[src/rtl/core/cfmc_pkg.sv]
// ----------------------------------------------------------------------------
// cfmc_pkg
// Shared types and constants for the circular FIFO with match count.
// ----------------------------------------------------------------------------
`default_nettype none

package cfmc_pkg;

    localparam int READ_W  = 32;
    localparam int COUNT_W = 4;

    localparam logic [READ_W-1:0] RD_EMPTY = {READ_W{1'b1}};

    typedef enum logic [1:0] {
        ACT_ENQ   = 2'd0,
        ACT_DEQ   = 2'd1,
        ACT_COUNT = 2'd2,
        ACT_NOP   = 2'd3
    } action_t;

    typedef enum logic {
        ST_IDLE  = 1'b0,
        ST_COUNT = 1'b1
    } state_t;

    typedef struct packed {
        logic wr;
        logic shift;
        logic wrap;
    } chain_ctrl_t;

endpackage

`default_nettype wire

[src/rtl/core/circular_fifo_with_match_count.sv]
// ----------------------------------------------------------------------------
// circular_fifo_with_match_count
// FIFO of signed values holding DEPTH-1 items, with a match count action.
// ----------------------------------------------------------------------------
// An action is taken when start is high and busy is low. For enqueue, dequeue
// and the unused code the result is strobed on done in the next cycle and a
// new start is taken in that same cycle. For count, busy is high while the
// chain of cells rotates once past the compare at cell zero, and the count is
// strobed on done in the cycle after the last step. Results are shown for
// exactly one cycle and cannot be held.
// ----------------------------------------------------------------------------
`default_nettype none

module circular_fifo_with_match_count #(
    parameter int DEPTH      = 16,
    parameter int DATA_WIDTH = 32
) (
    input  wire logic                               clk,
    input  wire logic                               rst_n,
    input  wire logic                               start,
    output logic                                    busy,
    input  wire logic [1:0]                         action,
    input  wire logic signed [cfmc_pkg::READ_W-1:0] data_value,
    output logic                                    done,
    output logic signed [cfmc_pkg::READ_W-1:0]      read_value,
    output logic                                    error_flag,
    output logic      [cfmc_pkg::COUNT_W-1:0]       match_count
);

    localparam int OCC_W = $clog2(DEPTH);
    localparam int MC_W  = (OCC_W > cfmc_pkg::COUNT_W) ? OCC_W : cfmc_pkg::COUNT_W;

    cfmc_pkg::state_t state_reg;
    cfmc_pkg::state_t state_next;

    logic [OCC_W-1:0]      occ_reg;
    logic [OCC_W-1:0]      occ_next;
    logic [OCC_W-1:0]      step_reg;
    logic [OCC_W-1:0]      step_next;
    logic [DATA_WIDTH-1:0] key_reg;
    logic [DATA_WIDTH-1:0] key_next;
    logic [MC_W-1:0]       acc_reg;
    logic [MC_W-1:0]       acc_next;

    logic                         done_reg;
    logic                         done_next;
    logic [cfmc_pkg::READ_W-1:0]  read_value_reg;
    logic [cfmc_pkg::READ_W-1:0]  read_value_next;
    logic                         error_flag_reg;
    logic                         error_flag_next;
    logic [cfmc_pkg::COUNT_W-1:0] match_count_reg;
    logic [cfmc_pkg::COUNT_W-1:0] match_count_next;

    cfmc_pkg::chain_ctrl_t       chain_ctrl;
    cfmc_pkg::action_t           act;
    logic [DATA_WIDTH-1:0]       din;
    logic [DATA_WIDTH-1:0]       head;
    logic [cfmc_pkg::READ_W-1:0] head_rd;
    logic                        accept;
    logic                        full;
    logic                        empty;
    logic                        hit;
    logic                        last_step;
    logic [MC_W-1:0]             acc_sum;

    generate
        if (DATA_WIDTH <= cfmc_pkg::READ_W)
        begin : g_din_narrow
            assign din = data_value[DATA_WIDTH-1:0];
        end
        else
        begin : g_din_wide
            assign din = {{(DATA_WIDTH-cfmc_pkg::READ_W){1'b0}}, data_value};
        end

        if (DATA_WIDTH >= cfmc_pkg::READ_W)
        begin : g_rd_wide
            assign head_rd = head[cfmc_pkg::READ_W-1:0];
        end
        else
        begin : g_rd_narrow
            assign head_rd = {{(cfmc_pkg::READ_W-DATA_WIDTH){1'b0}}, head};
        end
    endgenerate

    assign act       = cfmc_pkg::action_t'(action);
    assign accept    = start && (state_reg == cfmc_pkg::ST_IDLE);
    assign full      = (occ_reg == OCC_W'(DEPTH - 1));
    assign empty     = (occ_reg == '0);
    assign last_step = (step_reg == OCC_W'(DEPTH - 1));
    // only the first occ_reg cells of the rotation hold queued entries
    assign hit       = (head == key_reg) && (step_reg < occ_reg);
    assign acc_sum   = acc_reg + MC_W'(hit);

    cfmc_chain #(
        .DATA_WIDTH (DATA_WIDTH),
        .DEPTH      (DEPTH)
    ) u_chain (
        .clk    (clk),
        .ctrl   (chain_ctrl),
        .wr_idx (occ_reg),
        .din    (din),
        .head   (head)
    );

    always_comb
    begin
        state_next = state_reg;
        unique case (state_reg)
            cfmc_pkg::ST_IDLE:
            begin
                if (accept && (act == cfmc_pkg::ACT_COUNT))
                begin
                    state_next = cfmc_pkg::ST_COUNT;
                end
            end
            cfmc_pkg::ST_COUNT:
            begin
                if (last_step)
                begin
                    state_next = cfmc_pkg::ST_IDLE;
                end
            end
            default:
            begin
                state_next = cfmc_pkg::ST_IDLE;
            end
        endcase
    end

    always_comb
    begin
        chain_ctrl       = '0;
        occ_next         = occ_reg;
        step_next        = step_reg;
        key_next         = key_reg;
        acc_next         = acc_reg;
        done_next        = 1'b0;
        read_value_next  = '0;
        error_flag_next  = 1'b0;
        match_count_next = '0;
        unique case (state_reg)
            cfmc_pkg::ST_IDLE:
            begin
                if (accept)
                begin
                    unique case (act)
                        cfmc_pkg::ACT_ENQ:
                        begin
                            done_next = 1'b1;
                            if (full)
                            begin
                                error_flag_next = 1'b1;
                            end
                            else
                            begin
                                chain_ctrl.wr = 1'b1;
                                occ_next      = occ_reg + OCC_W'(1);
                            end
                        end
                        cfmc_pkg::ACT_DEQ:
                        begin
                            done_next = 1'b1;
                            if (empty)
                            begin
                                error_flag_next = 1'b1;
                                read_value_next = cfmc_pkg::RD_EMPTY;
                            end
                            else
                            begin
                                read_value_next  = head_rd;
                                chain_ctrl.shift = 1'b1;
                                occ_next         = occ_reg - OCC_W'(1);
                            end
                        end
                        cfmc_pkg::ACT_COUNT:
                        begin
                            key_next  = din;
                            step_next = '0;
                            acc_next  = '0;
                        end
                        cfmc_pkg::ACT_NOP:
                        begin
                            done_next = 1'b1;
                        end
                        default:
                        begin
                            done_next = 1'b1;
                        end
                    endcase
                end
            end
            cfmc_pkg::ST_COUNT:
            begin
                chain_ctrl.shift = 1'b1;
                chain_ctrl.wrap  = 1'b1;
                step_next        = step_reg + OCC_W'(1);
                acc_next         = acc_sum;
                if (last_step)
                begin
                    done_next        = 1'b1;
                    match_count_next = acc_sum[cfmc_pkg::COUNT_W-1:0];
                end
            end
            default:
            begin
                done_next = 1'b0;
            end
        endcase
    end

    always_ff @(posedge clk or negedge rst_n)
    begin
        if (!rst_n)
        begin
            state_reg <= cfmc_pkg::ST_IDLE;
            occ_reg   <= '0;
            done_reg  <= 1'b0;
        end
        else
        begin
            state_reg <= state_next;
            occ_reg   <= occ_next;
            done_reg  <= done_next;
        end
    end

    always_ff @(posedge clk)
    begin
        step_reg        <= step_next;
        key_reg         <= key_next;
        acc_reg         <= acc_next;
        read_value_reg  <= read_value_next;
        error_flag_reg  <= error_flag_next;
        match_count_reg <= match_count_next;
    end

    assign busy        = (state_reg == cfmc_pkg::ST_COUNT);
    assign done        = done_reg;
    assign read_value  = read_value_reg;
    assign error_flag  = error_flag_reg;
    assign match_count = match_count_reg;

endmodule

`default_nettype wire

[src/rtl/core/cfmc_cell.sv]
// ----------------------------------------------------------------------------
// cfmc_cell
// One storage cell of the chain: loads new data or takes its neighbor's entry.
// ----------------------------------------------------------------------------
`default_nettype none

module cfmc_cell #(
    parameter int DATA_WIDTH = 32
) (
    input  wire logic                   clk,
    input  wire cfmc_pkg::chain_ctrl_t  ctrl,
    input  wire logic                   sel,
    input  wire logic [DATA_WIDTH-1:0]  din,
    input  wire logic [DATA_WIDTH-1:0]  nbr,
    output logic      [DATA_WIDTH-1:0]  entry
);

    logic [DATA_WIDTH-1:0] entry_reg;
    logic [DATA_WIDTH-1:0] entry_next;

    always_comb
    begin
        entry_next = entry_reg;
        if (ctrl.wr && sel)
        begin
            entry_next = din;
        end
        else if (ctrl.shift)
        begin
            entry_next = nbr;
        end
    end

    always_ff @(posedge clk)
    begin
        entry_reg <= entry_next;
    end

    assign entry = entry_reg;

endmodule

`default_nettype wire

[src/rtl/core/cfmc_chain.sv]
// ----------------------------------------------------------------------------
// cfmc_chain
// Row of storage cells in queue order, oldest entry in cell zero.
// ----------------------------------------------------------------------------
`default_nettype none

module cfmc_chain #(
    parameter int DATA_WIDTH = 32,
    parameter int DEPTH      = 16
) (
    input  wire logic                       clk,
    input  wire cfmc_pkg::chain_ctrl_t      ctrl,
    input  wire logic [$clog2(DEPTH)-1:0]   wr_idx,
    input  wire logic [DATA_WIDTH-1:0]      din,
    output logic      [DATA_WIDTH-1:0]      head
);

    localparam int IDX_W = $clog2(DEPTH);

    logic [DATA_WIDTH-1:0] entries [DEPTH];
    logic [DATA_WIDTH-1:0] nbrs    [DEPTH];

    genvar k;
    generate
        for (k = 0; k < DEPTH; k++)
        begin : g_cell
            if (k < DEPTH - 1)
            begin : g_mid
                assign nbrs[k] = entries[k+1];
            end
            else
            begin : g_last
                // wrap closes the ring during a count pass
                assign nbrs[k] = ctrl.wrap ? entries[0] : entries[k];
            end

            cfmc_cell #(
                .DATA_WIDTH (DATA_WIDTH)
            ) u_cell (
                .clk   (clk),
                .ctrl  (ctrl),
                .sel   (wr_idx == IDX_W'(k)),
                .din   (din),
                .nbr   (nbrs[k]),
                .entry (entries[k])
            );
        end
    endgenerate

    assign head = entries[0];

endmodule

`default_nettype wire

[config.mk]
export PLATFORM = sky130hd
export DESIGN_NAME = circular_fifo_with_match_count
export DESIGN_NICKNAME = d
export VERILOG_FILES = /design/src/rtl/core/cfmc_pkg.sv /design/src/rtl/core/circular_fifo_with_match_count.sv /design/src/rtl/core/cfmc_cell.sv /design/src/rtl/core/cfmc_chain.sv
export SDC_FILE = /design/constraint.sdc
export NUM_CORES = 1
export LEC_CHECK = 0
export ABC_AREA = 1
export ABC_CLOCK_PERIOD_IN_PS = 3200
export BUFFER_PORTS_ARGS = -buffer_cell sky130_fd_sc_hd__buf_4
export CORE_AREA = 2 2 148 294
export CTS_CLUSTER_DIAMETER = 120
export DETAILED_ROUTE_END_ITERATION = 12
export DIE_AREA = 0 0 150 296
export PLACE_DENSITY_LB_ADDON = 0.3
export SLEW_MARGIN = 15
export SYNTH_ARGS = -nofsm -noshare
export SYNTH_HDL_FRONTEND = slang
export SYNTH_SLANG_ARGS = --single-unit
[constraint.sdc]
create_clock -name clk -period 3.2 [get_ports clk]
set_input_delay 0.96 -clock clk [delete_from_list [all_inputs] [get_ports clk]]
set_output_delay 0.96 -clock clk [all_outputs]
set_load 0.02 [all_outputs]
==> flow_metrics.tcl <==
set metrics [dict create \
    status "complete, no violations" \
    antenna_found_initial 0 \
    postRouteAntennaNets 0 \
    io_buffers 75 \
    wl_met3_mm 2.75 \
    cts.sinks 595 \
    placed_area_um2 25700 \
    grt_pass1_vias 15400 \
    cts-root-buf "clkbuf_16" \
    num_io_pins 76 \
    critPathTopFamily "flip-flops" \
    relSlewSlack_pct 35.5 \
    worstPathArrival_ns 3.06 \
    route.met2.wl_mm 31.6 \
    syn_area_um2 25000 \
    grt_usage_pct 26.2 \
    seq_area_um2 17500 \
    yosysTopAreaCell "edfxtp_1" \
    largest_register_ffs 512 \
    die_h_um 296 \
    fin_skew_ns 0.0220 \
    hp-class "in2async" \
    dr.first_iter.drc_count 1460 \
    clkTransAtPathRegs_ns 0.06 \
    cts_made_buffers 51 \
    dieArea_um2 44400 \
    synth_top_family_by_area "compound AO/OA/AOI/OAI gates" \
    drc 0 \
    insertedDiodeCount 0 \
    instances_no_fill 2707 \
    worst_slack_ns 0.477 \
    die_w_um 150 \
    rsz0062_at_grt "no" \
    ys_seq_area_share_pct 69.8 \
    wl_per_cell_um 21.4 \
    setup_viol 0 \
    critPathKind "reg2reg" \
    avgSynthCellArea_um2 11.8 \
    ir_drop_uv 701 \
    gp_congestion 0.912 \
    synth-seq-cells 595 \
    path_buf_inv 2 \
    max_freq_mhz 367 \
    dp_cells 2616 \
    cellLeakagePower_nw 11.2 \
    final_cell_mix "nand2_1 (606), edfxtp_1 (552), o21ai_1 (277)" \
    path_cells "inv_2 > ha_1 > inv_1 > nand2_1 > nor2_1 > nand2_1 > nor2_1 > nand3_1 > nor2_1 > ha_1 > ha_1 > xnor2_1 > nor2_1" \
    pre_cts_ws_ns 0.401 \
    hold_viol 0 \
    cp.required_ns 3.53 \
    routed_wl_mm 57.8 \
    final_area_um2 27200 \
    crit_top_cell "nor2_1" \
    synthSimpleGateAreaFrac_pct 10.9 \
    synth_cell_types 36 \
    worstMarginPinSlew_ns 0.967 \
    dr.pass1.iters 7 \
    top_layer_used "met4" \
    period_needed_ns 2.72 \
    utilization_pct 64.2 \
    nFillCells 3194 \
    synth_area_leaders "edfxtp_1 (66%), nand2_1 (9.1%), o21ai_1 (5.5%)" \
    syn_nets 2165 \
    cap_violations 0 \
    slew_violations 0 \
    fin_crit_sh_pct 85.1 \
    hold_buffers 0 \
    cpMaxStageDelayCell "dfrtp_1" \
    cts_tree "yes" \
    synth-compound-area-share_pct 11.9 \
    final_common_cell "nand2_1" \
    p_per_area_nw_per_um2 1030 \
    start_util_pct 59.2 \
    dp_hpwl_mm 39.0 \
    path_max_fanout 8 \
    clk_latency_ns 0.58 \
    grt_pass1_wl_mm 86.9 \
    yosysWarnings 0 \
    grt_max_degree 65 \
    synthAdderAreaFrac_pct 0.550 \
    cp-start-kind "register" \
    drive_gt1_share_pct 14.9 \
    fin_nets 2172 \
    core_um2 42300 \
    grt-ovfl-total 0 \
    fp-row-count 107 \
    post_cts_buffers 0 \
    setup-tns-final_ns 0 \
    synth_xor_area_share_pct 0.315 \
    synthMuxAreaShare_pct 0 \
    multi_input_area_um2 5960 \
    ctsLongestPathBuffers 3 \
    vias 15600 \
    netlist.area_leader.share_pct 66.2 \
    htree_levels 2 \
    cp-end-kind "register" \
    syn2layout_area_growth_pct 8.57 \
    cpPeakStageDelay_ns 0.73 \
    avgViaCountPerCell 5.75 \
    wl_met1_mm 21.1 \
    synthCells 2117 \
    cts_resized 0 \
]
==> per-layer routing <==
metal | vias up | global-route usage [%]
li1 | 7308 | -
met1 | 7599 | 30.7
met2 | 486 | 48.3
met3 | 159 | 3.03
met4 | 0 | 10.6
met5 | - | 0
==> path summary, 6_finish.rpt <==
kind	start	to	slack (ns)	depth (start not counted)
max	occ_reg[3]$_DFFE_PN0P_	acc_reg[2]$_SDFFCE_PN0P_	0.48	13
min	rst_n	done$_DFF_PN0_	0.17	1
max reg2reg	occ_reg[3]$_DFFE_PN0P_	acc_reg[2]$_SDFFCE_PN0P_	0.48	13
min reg2reg	u_chain.g_cell[0].u_cell.entry[24]$_DFFE_PP_	u_chain.g_cell[15].u_cell.entry[24]$_DFFE_PP_	0.46	0
max in group asynchronous	rst_n	busy$_DFF_PN0_	2.91	1
min in group clk	u_chain.g_cell[0].u_cell.entry[24]$_DFFE_PP_	u_chain.g_cell[15].u_cell.entry[24]$_DFFE_PP_	0.46	0
==> report_power, final <==
group	switching [mW]	internal [mW]	leakage, nW
clock	2.68	3.04	0.728
sequential	1.70	14.0	5.88
combinational	4.39	2.27	4.57
total	8.78	19.3	11.2
==> worst reg2reg max path: stages (launching register included) <==
cell and delay, ns:
dfrtp_1 0.73, inv_2 0.27, ha_1 0.26, inv_1 0.06, nand2_1 0.06, nor2_1 0.11, nand2_1 0.06, nor2_1 0.10
nand3_1 0.09, nor2_1 0.14, ha_1 0.20, ha_1 0.17, xnor2_1 0.16, nor2_1 0.06
==> through the flow <==
stage	total power [mW]	hold WS (ns)
global route	29.5	0.161
global placement	22.2	0.437
detailed placement	22.4	0.444
CTS	28.2	0.150
finish	28.1	0.171
floorplan	19.6	0.500
==> layout make-up <==
cell class	instances	share of cell area [%]
Inverter	116	1.65
Sequential cell	595	64.3
Tap cell	545	2.51
Clock inverter	25	0.539
Multi-Input combinational cell	1226	21.9
Timing Repair Buffer	134	4.16
Clock buffer	66	4.94
==> synthesized netlist by cell type (all sizes together) <==
cell type	instances
edfxtp	552
nand4	8
o21ai	491
ha	11
a21oi	31
o22ai	1
xor2	6
nand2	615
inv	115
clkinv	1
nand3	9
xnor2	3
nor2	49
clkbuf	82
buf	98
dfrtp	6
dfxtp	37
nor3	1
o211ai	1
==> logic make-up (layout without fill, tap and decap cells) <==
group,after synthesis,count (layout)
flops,595,595
simple gates,682,682
buf+inv,296,341
compound gates,524,524
fa+ha+maj,11,11
xor+xnor,9,9
Power figures use the tool's default switching activity.
